## src/hdl/rgbpf_pkg.sv

```systemverilog
`default_nettype none
package rgbpf_pkg;

	localparam int PADDR_W = 5;
	localparam int REG_IDX_W = 3;

	// Register indexes on the configuration port (byte address = 4 * index).
	localparam logic [REG_IDX_W-1:0] REG_YUV_MODE    = 3'd0;
	localparam logic [REG_IDX_W-1:0] REG_INVERT      = 3'd1;
	localparam logic [REG_IDX_W-1:0] REG_MASK_FIRST  = 3'd2;
	localparam logic [REG_IDX_W-1:0] REG_MASK_SECOND = 3'd3;
	localparam logic [REG_IDX_W-1:0] REG_MASK_THIRD  = 3'd4;

	// Fixed-point color transform, scaled by 8192.
	localparam int SUM_W = 22;
	localparam logic [SUM_W-1:0] Y_R = 22'd2105;
	localparam logic [SUM_W-1:0] Y_G = 22'd4128;
	localparam logic [SUM_W-1:0] Y_B = 22'd802;
	localparam logic [SUM_W-1:0] V_R = 22'd3596;
	localparam logic [SUM_W-1:0] V_G = 22'd3015;
	localparam logic [SUM_W-1:0] V_B = 22'd582;
	localparam logic [SUM_W-1:0] U_R = 22'd1212;
	localparam logic [SUM_W-1:0] U_G = 22'd2384;
	localparam logic [SUM_W-1:0] U_B = 22'd3596;
	localparam logic [SUM_W-1:0] NEG_ROUND = 22'd8191;
	localparam logic [7:0] Y_OFFSET = 8'd16;
	localparam logic [7:0] C_OFFSET = 8'd128;
	localparam logic [7:0] COMP_ONES = 8'd255;

	// floor(m / 255) for 32-bit m equals (m * 0x80808081) >> 39.
	localparam logic [31:0] RECIP_255 = 32'h80808081;
	localparam int RECIP_SHIFT = 39;
	localparam int QUOT_W = 25;
	localparam int SHIFT_W = 6;

	typedef struct packed {
		logic [QUOT_W-1:0]  quot;
		logic [SHIFT_W-1:0] shift;
		logic [31:0]        window;
	} mask_info_t;

	// Truncating division by 8192 of a two's complement sum, plus offset,
	// kept to eight bits.
	function automatic logic [7:0] to_comp(input logic [SUM_W-1:0] sum,
		input logic [7:0] offset);
		logic [SUM_W-1:0] t;
		begin
			t = sum + (sum[SUM_W-1] ? NEG_ROUND : '0);
			to_comp = t[20:13] + offset;
		end
	endfunction

endpackage
`default_nettype wire

```

## src/hdl/rgbpf_mask_decode.sv

```systemverilog
`default_nettype none
module rgbpf_mask_decode (
	input  wire logic                clk,
	input  wire logic [31:0]         mask,
	output rgbpf_pkg::mask_info_t    info
);

	logic [63:0] prod;
	logic [4:0] low_idx;
	logic [5:0] ones;

	always_comb begin
		prod = {32'd0, mask} * {32'd0, rgbpf_pkg::RECIP_255};
		ones = '0;
		for (int i = 0; i < 32; i++) begin
			ones = ones + {5'd0, mask[i]};
		end
		// Lowest set bit; a zero mask gives position zero.
		low_idx = '0;
		for (int i = 31; i >= 0; i--) begin
			if (mask[i]) begin
				low_idx = 5'(i);
			end
		end
	end

	always_ff @(posedge clk) begin
		info.quot   <= prod[rgbpf_pkg::RECIP_SHIFT +: rgbpf_pkg::QUOT_W];
		info.shift  <= {1'b0, low_idx} + ones;
		info.window <= {mask[23:0], 8'd0};
	end

endmodule
`default_nettype wire

```

## src/hdl/rgb_to_pixel_format_unit.sv

```systemverilog
`default_nettype none
// Four-stage pipeline: each result passes the registers of stages 1 to 4 in turn.
// One pixel per cycle while m_axis_tready holds; a stage moves when the next is free.
// Mask decode (quotient by 255, shift, window) is registered from the mask registers.
// arst_n clears all valid bits and the configuration registers to zero.
module rgb_to_pixel_format_unit (
	input  wire logic        clk,
	input  wire logic        arst_n,
	input  wire logic        s_axis_tvalid,
	output logic             s_axis_tready,
	input  wire logic [23:0] s_axis_tdata,  // red [7:0], green [15:8], blue [23:16]
	output logic             m_axis_tvalid,
	input  wire logic        m_axis_tready,
	output logic [31:0]      m_axis_tdata,  // packed_pixel [31:0]
	input  wire logic        psel,
	input  wire logic        penable,
	input  wire logic        pwrite,
	input  wire logic [rgbpf_pkg::PADDR_W-1:0] paddr,
	input  wire logic [31:0] pwdata,
	output logic [31:0]      prdata,
	output logic             pready
);

	logic yuv_mode_q, invert_q;
	logic [31:0] mask0_q, mask1_q, mask2_q;
	logic [rgbpf_pkg::REG_IDX_W-1:0] reg_idx;
	logic wr_en;

	rgbpf_pkg::mask_info_t info0, info1, info2;

	logic v1_s1, v2_s2, v3_s3, v4_s4;
	logic en1, en2, en3, en4;

	logic [rgbpf_pkg::SUM_W-1:0] y_sum, u_sum, v_sum, r_w, g_w, b_w;
	logic [rgbpf_pkg::SUM_W-1:0] y_sum_s1, u_sum_s1, v_sum_s1;
	logic [23:0] rgb_s1;
	logic [7:0] c0, c1, c2;
	logic [7:0] c0_s2, c1_s2, c2_s2;
	logic [39:0] sh0, sh1, sh2;
	logic [32:0] p0, p1, p2;
	logic [31:0] t0, t1, t2;
	logic [31:0] t0_s3, t1_s3, t2_s3;
	logic [31:0] word, word_s4;

	// Configuration port
	assign pready  = 1'b1;
	assign reg_idx = paddr[rgbpf_pkg::PADDR_W-1:2];
	assign wr_en   = psel & penable & pwrite & pready;

	always_ff @(posedge clk or negedge arst_n) begin
		if (!arst_n) begin
			yuv_mode_q <= 1'b0;
			invert_q   <= 1'b0;
			mask0_q    <= '0;
			mask1_q    <= '0;
			mask2_q    <= '0;
		end else if (wr_en) begin
			case (reg_idx)
				rgbpf_pkg::REG_YUV_MODE:    yuv_mode_q <= pwdata[0];
				rgbpf_pkg::REG_INVERT:      invert_q   <= pwdata[0];
				rgbpf_pkg::REG_MASK_FIRST:  mask0_q    <= pwdata;
				rgbpf_pkg::REG_MASK_SECOND: mask1_q    <= pwdata;
				rgbpf_pkg::REG_MASK_THIRD:  mask2_q    <= pwdata;
				default: ;
			endcase
		end
	end

	always_comb begin
		case (reg_idx)
			rgbpf_pkg::REG_YUV_MODE:    prdata = {31'd0, yuv_mode_q};
			rgbpf_pkg::REG_INVERT:      prdata = {31'd0, invert_q};
			rgbpf_pkg::REG_MASK_FIRST:  prdata = mask0_q;
			rgbpf_pkg::REG_MASK_SECOND: prdata = mask1_q;
			rgbpf_pkg::REG_MASK_THIRD:  prdata = mask2_q;
			default:                    prdata = '0;
		endcase
	end

	rgbpf_mask_decode u_dec0 (.clk(clk), .mask(mask0_q), .info(info0));
	rgbpf_mask_decode u_dec1 (.clk(clk), .mask(mask1_q), .info(info1));
	rgbpf_mask_decode u_dec2 (.clk(clk), .mask(mask2_q), .info(info2));

	// Each stage advances when it is empty or the stage after it advances.
	assign en4 = !v4_s4 || m_axis_tready;
	assign en3 = !v3_s3 || en4;
	assign en2 = !v2_s2 || en3;
	assign en1 = !v1_s1 || en2;
	assign s_axis_tready = en1;

	always_ff @(posedge clk or negedge arst_n) begin
		if (!arst_n) begin
			v1_s1 <= 1'b0;
			v2_s2 <= 1'b0;
			v3_s3 <= 1'b0;
			v4_s4 <= 1'b0;
		end else begin
			if (en1) begin
				v1_s1 <= s_axis_tvalid;
			end
			if (en2) begin
				v2_s2 <= v1_s1;
			end
			if (en3) begin
				v3_s3 <= v2_s2;
			end
			if (en4) begin
				v4_s4 <= v3_s3;
			end
		end
	end

	// Stage 1: weighted sums, modulo 2^22 as two's complement.
	always_comb begin
		r_w = {14'd0, s_axis_tdata[7:0]};
		g_w = {14'd0, s_axis_tdata[15:8]};
		b_w = {14'd0, s_axis_tdata[23:16]};
		y_sum = r_w * rgbpf_pkg::Y_R + g_w * rgbpf_pkg::Y_G + b_w * rgbpf_pkg::Y_B;
		v_sum = r_w * rgbpf_pkg::V_R - g_w * rgbpf_pkg::V_G - b_w * rgbpf_pkg::V_B;
		u_sum = b_w * rgbpf_pkg::U_B - r_w * rgbpf_pkg::U_R - g_w * rgbpf_pkg::U_G;
	end

	always_ff @(posedge clk) begin
		if (en1) begin
			y_sum_s1 <= y_sum;
			u_sum_s1 <= u_sum;
			v_sum_s1 <= v_sum;
			rgb_s1   <= s_axis_tdata;
		end
	end

	// Stage 2: in YUV mode scale down to 8-bit components; apply the invert option.
	always_comb begin
		if (yuv_mode_q) begin
			c0 = rgbpf_pkg::to_comp(y_sum_s1, rgbpf_pkg::Y_OFFSET);
			c1 = rgbpf_pkg::to_comp(u_sum_s1, rgbpf_pkg::C_OFFSET);
			c2 = rgbpf_pkg::to_comp(v_sum_s1, rgbpf_pkg::C_OFFSET);
		end else begin
			c0 = rgb_s1[7:0];
			c1 = rgb_s1[15:8];
			c2 = rgb_s1[23:16];
		end
		if (invert_q) begin
			c0 = c0 ^ rgbpf_pkg::COMP_ONES;
			c1 = c1 ^ rgbpf_pkg::COMP_ONES;
			c2 = c2 ^ rgbpf_pkg::COMP_ONES;
		end
	end

	always_ff @(posedge clk) begin
		if (en2) begin
			c0_s2 <= c0;
			c1_s2 <= c1;
			c2_s2 <= c2;
		end
	end

	// Stage 3: scale by mask quotient, or place each channel inside its mask.
	always_comb begin
		p0 = {8'd0, info0.quot} * {25'd0, c0_s2};
		p1 = {8'd0, info1.quot} * {25'd0, c1_s2};
		p2 = {8'd0, info2.quot} * {25'd0, c2_s2};
		sh0 = {32'd0, c0_s2} << info0.shift;
		sh1 = {32'd0, c1_s2} << info1.shift;
		sh2 = {32'd0, c2_s2} << info2.shift;
		if (yuv_mode_q) begin
			t0 = p0[31:0];
			t1 = p1[31:0];
			t2 = p2[31:0];
		end else begin
			t0 = sh0[31:0] & info0.window;
			t1 = sh1[31:0] & info1.window;
			t2 = sh2[31:0] & info2.window;
		end
	end

	always_ff @(posedge clk) begin
		if (en3) begin
			t0_s3 <= t0;
			t1_s3 <= t1;
			t2_s3 <= t2;
		end
	end

	// Stage 4: merge the three terms.
	always_comb begin
		if (yuv_mode_q) begin
			word = t0_s3 + t1_s3 + t2_s3;
		end else begin
			word = (t0_s3 | t1_s3 | t2_s3) >> 8;
		end
	end

	always_ff @(posedge clk) begin
		if (en4) begin
			word_s4 <= word;
		end
	end

	assign m_axis_tvalid = v4_s4;
	assign m_axis_tdata  = word_s4;

`ifndef NO_ASSERTIONS
	a_ready_when_s1_empty: assert property (@(posedge clk) disable iff (!arst_n)
		!v1_s1 |-> s_axis_tready)
		else $error("input not ready although the first stage is empty");

	a_out_from_s3: assert property (@(posedge clk) disable iff (!arst_n)
		$rose(m_axis_tvalid) |-> $past(v3_s3))
		else $error("result appeared without an item in the third stage");

	a_shift_range: assert property (@(posedge clk) disable iff (!arst_n)
		v2_s2 |-> (info0.shift <= 6'd32 && info1.shift <= 6'd32 && info2.shift <= 6'd32))
		else $error("mask shift amount beyond 32");
`endif

endmodule
`default_nettype wire
```

## config.mk

```make
export PLATFORM = sky130hd
export DESIGN_NAME = rgb_to_pixel_format_unit
export DESIGN_NICKNAME = d
export VERILOG_FILES = /design/src/hdl/rgbpf_pkg.sv /design/src/hdl/rgbpf_mask_decode.sv /design/src/hdl/rgb_to_pixel_format_unit.sv
export SDC_FILE = /design/constraint.sdc
export NUM_CORES = 2
export LEC_CHECK = 0
export BUFFER_PORTS_ARGS = -buffer_cell sky130_fd_sc_hd__buf_2
export CAP_MARGIN = 20
export CORE_MARGIN = 2
export CORE_UTILIZATION = 30
export CTS_CLUSTER_SIZE = 16
export DETAILED_ROUTE_END_ITERATION = 7
export GPL_TIMING_DRIVEN = 0
export PLACE_DENSITY = 0.43
export SETUP_SLACK_MARGIN = 0.5
export SLEW_MARGIN = 25
export SYNTH_ARGS = -nofsm -noshare
export SYNTH_HDL_FRONTEND = slang
export SYNTH_SLANG_ARGS = --single-unit
```

## constraint.sdc

```tcl
create_clock -name clk -period 6.7 [get_ports clk]
set_input_delay 0.335 -clock clk [delete_from_list [all_inputs] [get_ports clk]]
set_output_delay 0.335 -clock clk [all_outputs]
set_load 0.01 [all_outputs]
```

# Word-level counts from Yosys, hierarchy flattened
# Cells that the tools add are included.
[totals] inputBits=68 register_bits=509 output_inout_bits=67 word_cells=296
[classes] eq_ne=4 multipliers=15 n_reduce_logical=14 n_shift=3 muxes=110 addsub=110 bitwise=10
[op_table] op="$add A6 B1 Y6" count=90
[op_table] op="$mux W5" count=96
[op_table] op="$mul A32 B32 Y64 const B" count=3
[op_table] op="$pmux W32 S5" count=1
[op_table] op="$and A32 B32 Y32" count=3
[op_table] op="$mul A25 B8 Y32" count=3
[op_table] op="$mux W32" count=3
[op_table] op="$shl A8 B6 Y32" count=3
[op_table] op="$add A32 B32 Y32" count=2
[op_table] op="$or A32 B32 Y32" count=2
[op_table] op="$add A21 B13 Y21" count=3
[op_table] op="$mul A8 B9 Y17 const B" count=3
[op_table] op="$mux W8" count=6
[op_table] op="$mul A8 B12 Y20 const B" count=2
[op_table] op="$mux W13" count=3
[op_table] op="$mul A8 B10 Y18 const B" count=2
[op_table] op="$mul A8 B8 Y16 const B" count=2
[op_table] op="$mux W24" count=1
[op_table] op="$not A8 Y8" count=3
[op_table] op="$add A20 B21 Y22" count=1
[op_table] op="$add A22 B18 Y22" count=1
[op_table] op="$sub A21 B19 Y22" count=1
[op_table] op="$sub A21 B21 Y22" count=1
[op_table] op="$sub A20 B19 Y21" count=1
[op_table] op="13 further kinds" count=30

# Depth between registers and ports, before layout
[logic_depth] ltp_word=33 mapped_depth=32 ltp_nobuf=32

# Modules after synthesis
# From an unflattened synthesis, not the netlist that was laid out.
[unflattened] cells_unflattened=7623 area_unflattened_um2=73900.9
[by_module_without_submodules] mod="rgb_to_pixel_format_unit" seq_area_each_um2=9729.3 area_each_um2=48876.9 instances=1 cells_per_inst=5130
[by_module_without_submodules] mod="rgbpf_mask_decode at u_dec0 ..." seq_area_each_um2=1101.1 area_each_um2=8261.7 instances=2 cells_per_inst=815
[by_module_without_submodules] mod="rgbpf_mask_decode at u_dec2" seq_area_each_um2=1101.1 area_each_um2=8500.7 instances=1 cells_per_inst=863

# Worst setup path before layout
# Ideal clock, no wire load.
[synth_path] kind="input to register" start="input port s_axis_tdata[0]" end="register v_sum_s1[20] in the netlist's numbering, data pin" setup_time_ns=0.264 path_buffers=1 stages=29 slack_ns=-0.422 arrival_ns=6.858 required_ns=6.436 path_cell_list="ha_1 -> buf_2 -> inv_1 -> fa_1 -> inv_1 -> fa_1 -> ha_1 -> a21oi_1 -> xor2_1 -> ha_1 -> inv_1 -> fa_1 -> inv_1 -> fa_1 -> inv_1 -> fa_1 -> ha_1 -> nand2_1 -> nand2_1 -> a21o_1 -> or3_1 -> a211oi_1 -> o31a_1 -> o21bai_1 -> xor2_1 -> ha_1 -> and3_1 -> a2111oi_2 -> xnor2_1"
[synth_via] elab_chain_cells=3
[synth_lines] element="start, declared" line_no="rgb_to_pixel_format_unit.sv:11" rtl="input wire logic [23:0] s_axis_tdata,"
[synth_lines] element="$mul A8 B10 Y18" line_no="rgb_to_pixel_format_unit.sv:119" rtl="v_sum = r_w * rgbpf_pkg::V_R - g_w * rgbpf_pkg::V_G - b_w * rgbpf_pkg::V_B;"
[synth_lines] element="$sub A20 B20 Y21" line_no="rgb_to_pixel_format_unit.sv:119"
[synth_lines] element="$sub A21 B19 Y22" line_no="rgb_to_pixel_format_unit.sv:119"
[synth_lines] element="net v_sum (one bit)" line_no="rgb_to_pixel_format_unit.sv:34" rtl="logic [rgbpf_pkg::SUM_W-1:0] y_sum, u_sum, v_sum, r_w, g_w, b_w;"
[synth_lines] element="end signal, assigned" line_no="rgb_to_pixel_format_unit.sv:127" rtl="v_sum_s1 <= v_sum;"
[synth_lines] element="end, declared" line_no="rgb_to_pixel_format_unit.sv:35" rtl="logic [rgbpf_pkg::SUM_W-1:0] y_sum_s1, u_sum_s1, v_sum_s1;"
# The timed path passes the listed nets, and every way through them passes these cells.
# A chain may end at the register's enable or synchronous reset.

# Final worst setup path
[layout_path] start="input port s_axis_tdata[1]" end="register v_sum_s1[20] in the netlist's numbering, data pin"
# The elaborated chain is that of the path after synthesis.

==> impl_summary.txt <==
----------------------------------------------------
[Detailed routing]
  Vias per inst ... about 4.9
  Total via count after detailed routing ... about 55000
  Antenna-violating nets left ... 0
  DR iter-0 viols ... slightly below 3000
  Final WL ... about 240000 µm
  Drt pass-1 iters ... 6
  Detail-routed net length per standard cell ... between 20 and 25 µm
  Remaining DRCs ... 0

[Yosys]
  Synth top area share ... around 25%
  Top post-synthesis cells by count ... ha_1 (1475), inv_1 (1301), fa_1 (791)
  Most frequently used cell type in the post-synthesis netlist ... ha_1
  Synthesized instance count ... about 7600
  Number of flops mapped to enable cells by yosys ... roughly 240
  Post-synth ARST share ... about 20%
  Post-synthesis average cell area ... between 9 and 10 µm²
  Most area-consuming cells after synthesis ... ha_1 (25%), fa_1 (22%), edfxtp_1 (9.8%), inv_1 (6.7%), dfxtp_1 (4.5%)
  Yosys warning total ... 0
  Number of library cell types mapped by synthesis ... a little under 90
  Net Count, Synth ... ~10000
  Most used flip-flop cell after synthesis ... edfxtp_1
  Syn Std Cell Area ... 0.0733 mm²
  Seq cells post-synth ... ~500
  Sequential area share after synthesis ... between 10% and 20%
  Post-synth top area cell ... ha_1

[Clocking]
  Clock input transition at the sequential cells of the worst setup and hold paths ... 0.06 ns
  Master cell of the clock root buffer ... clkbuf_16
  Number of buffers on the longest clock path ... 3
  CTS tree ... done
  Sinks on the clock net ... ~500
  Number of levels in the clock H-tree ... 3
  Clock buffer count from CTS ... 71
  Latest clock arrival within the worst-skew pair ... ~0.7 ns

[STA]
  Final setup violating endpoints ... 0
  Final setup TNS ... 0 ns
  Final clock period utilization by the worst path ... 97.6%
  Top achievable clock speed ... 153 MHz
  Shortest period the worst path allows ... between 6 and 7 ns
  Unrepaired setup endpoints after global routing ... yes
  Hold Vio Cnt, Final ... 0
  Max_slew headroom ... between 20% and 30%
  Clock tree skew after final layout ... slightly below 0.06 ns
  Worst-Margin Slew ... around 1.2 ns
  Worst setup margin ... around 0.16 ns
  Pins over their slew limit ... 0

[Placed design]
  # port buffers ... between 100 and 150
  Post-DP HPWL ... roughly 200000 µm
  Worst slack after detailed placement ... -1.21 ns
  Post-DP Area ... slightly below 0.08 mm²
  Global placement routability congestion ... 0.920

[Setup path]
  FF-to-FF setup slack ... a little under 0.7 ns
  Crit-path max FO ... 3
  Worst r2r path cells ... 20
  Worst-path cell with the longest stage delay ... fa_1
  CP peak stage delay ... between 0.5 and 0.6 ns
  Signal arrival time at the worst endpoint ... between 6 and 7 ns
  Critical R2R Capture ... t2_s3[31]$_DFFE_PP_
  Kind of start point of the critical path ... primary input
  WP data required ... a little over 7 ns
  Startpoint-to-endpoint class of the critical path ... in -> reg
  CP endpoint kind ... register
  Reg-to-Reg Start ... c2_s2[7]$_DFFE_PP_

[Min path]
  Destination of the worst hold path ... invert_q$_DFFE_PN0P_
  Worst min-delay path startpoint ... paddr[4]
  Number of instances on the worst hold path ... 3
  Hold WC Path Type ... in -> reg

[Floorplan]
  Boundary Pins ... ~140
  Total number of placement rows ... around 180
  Effective utilization at floorplan ... between 30 and 40%
  Width of the die ... roughly 500 µm
  Die span in y ... roughly 500 µm
  Core Footprint ... approximately 0.24 mm²
  Die area ... 0.248 mm²

[GRT]
  GRT Util Overall ... 19.3%
  Most crowded layer after global routing ... met2
  Met3 track demand over resource ... under 10%
  Number of antenna violations at the first check in global routing ... 14
  Maximum number of pins on one net before global-route repair ... 64
  Global-route wire length before repair ... 362000 µm
  GRT met1 Usage ... a little over a quarter
  Global Route met2 Usage ... about a third
  Via count of the first global-routing pass ... 57700
  Grt total ovfl ... 0

[Finish]
  Final Instance Area ... between 0.08 and 0.09 mm²
  Share of post-route cells with drive strength above 1 ... just under 9%
  Utilization after layout ... between 30% and 40%
  Synthesis-to-layout area growth ... 13.3%
  Final net count ... between 10000 and 15000

[Run]
  Maximum Capacitance Violations ... 0

[Run status]
  Run status ... completed

----------------------------------------------------
==> state kept, by name (all words and copies together) (netlist names), 22 cells and up <==
name and count:
u_dec0.info 55, u_dec1.info 55, u_dec2.info 55, m_axis_tdata 32, mask0_q 32, mask1_q 32
mask2_q 32, t0_s3 32, t1_s3 32, t2_s3 32, rgb_s1 23, v_sum_s1 22
y_sum_s1 22
==> layer usage <==
metal | wire length, µm | share of wire, % | vias up
met5 | 13 | 0.0055 | -
met2 | 111000 | 46 | 929
met3 | 7990 | 3.4 | 236
li1 | - | - | 26300
met1 | 113000 | 48 | 27300
met4 | 6250 | 2.6 | 2
==> logic make-up (layout without fill, tap and decap cells) <==
| family | count (synthesis) | in the layout | synth area share [%] |
|---|---|---|---|
| AOI/OAI and AO/OA | 1235 | 1235 | 10.7 |
| xor gates and xnor gates | 363 | 363 | 4.34 |
| adders and majority gates | 2266 | 2266 | 46.8 |
| buffers and inverters | 1440 | 1832 | 7.38 |
| DFF | 506 | 506 | 17.8 |
| muxes | 123 | 123 | 1.80 |
| other | 1 | 5 | 0.00512 |
| and+or+nand+nor | 1695 | 1695 | 11.2 |
==> layout by cell type, fill, tap and decap left out, types with 34 or more instances in the layout <==
master and count:
nor2_1 249, nand2b_1 53, edfxtp_1 239, nor2b_1 48, o22ai_1 54, clkbuf_2 34, nor3_1 73, mux2_2 69
xor2_1 122, clkbuf_1 79, a21o_1 135, ha_1 1449, nand2_1 606, a21oi_1 327, inv_1 1284, mux2i_1 54
xnor2_1 228, nand4_1 44, and2_1 296, clkbuf_16 74, o21a_1 48, buf_2 123, dfxtp_1 165, o21ai_0 275
a211oi_1 41, dfrtp_1 41, fa_1 784, dfrtp_2 49, dlygate4sd3_1 40, nand3_1 161, and3_1 40, buf_4 74
o21bai_1 49
==> worst max-delay path, delay by kind of cell <==
family	cells	cell delay, ns
buffers and inverters	7	0.43
AND/OR/NAND/NOR	4	0.67
adder cells (fa/ha/maj)	10	3.86
XOR/XNOR	3	0.48
AO/OA/AOI/OAI	6	1.18
==> through the flow <==
stage / hold slack, ns / cells
after CTS: 0.00880 / 11200
final: 0.0688 / 11200
after global routing: 0.0401 / 11200
after detailed placement: 0.380 / 11000
after floorplan: 0.0394 / 7629
after global placement: 0.464 / 11000
==> worst max-delay path by stage <==
stage | startpoint | end
final | s_axis_tdata[1] | v_sum_s1[20]$_DFFE_PP_
after global routing | s_axis_tdata[1] | v_sum_s1[20]$_DFFE_PP_
after CTS | s_axis_tdata[1] | v_sum_s1[20]$_DFFE_PP_
after detailed placement | s_axis_tdata[0] | v_sum_s1[20]$_DFFE_PP_
after global placement | m_axis_tvalid$_DFFE_PN0P_ | v1_s1$_DFFE_PN0P_
after floorplan | s_axis_tdata[1] | v_sum_s1[20]$_DFFE_PP_
==> final cells by class <==
cell class                      count  area (µm²)
Sequential cell                   506       13100
Fill cell                       25100      160000
Timing Repair Buffer              260        2000
Tap cell                         3202        4010
Clock buffer                       90        1980
Buffer                            137         663
Multi-Input combinational cell   5683       55800
Clock inverter                     42         564
Inverter                         1303        4910
Antenna cell                        4        10.0
==> timing repair <==
item / CTS / global route
hold buffers: 40 / 0
setup endpoints to repair: 99 / 63
endpoints found under the hold margin: 159 / 0
buffers inserted: 26 / 50
pin swaps: 38 / 63
gates resized for setup: 148 / 193
gates cloned: 0 / 1
Power is not shown: default switching activity piles up to over one toggle a cycle in this logic, so the estimate is an artifact.
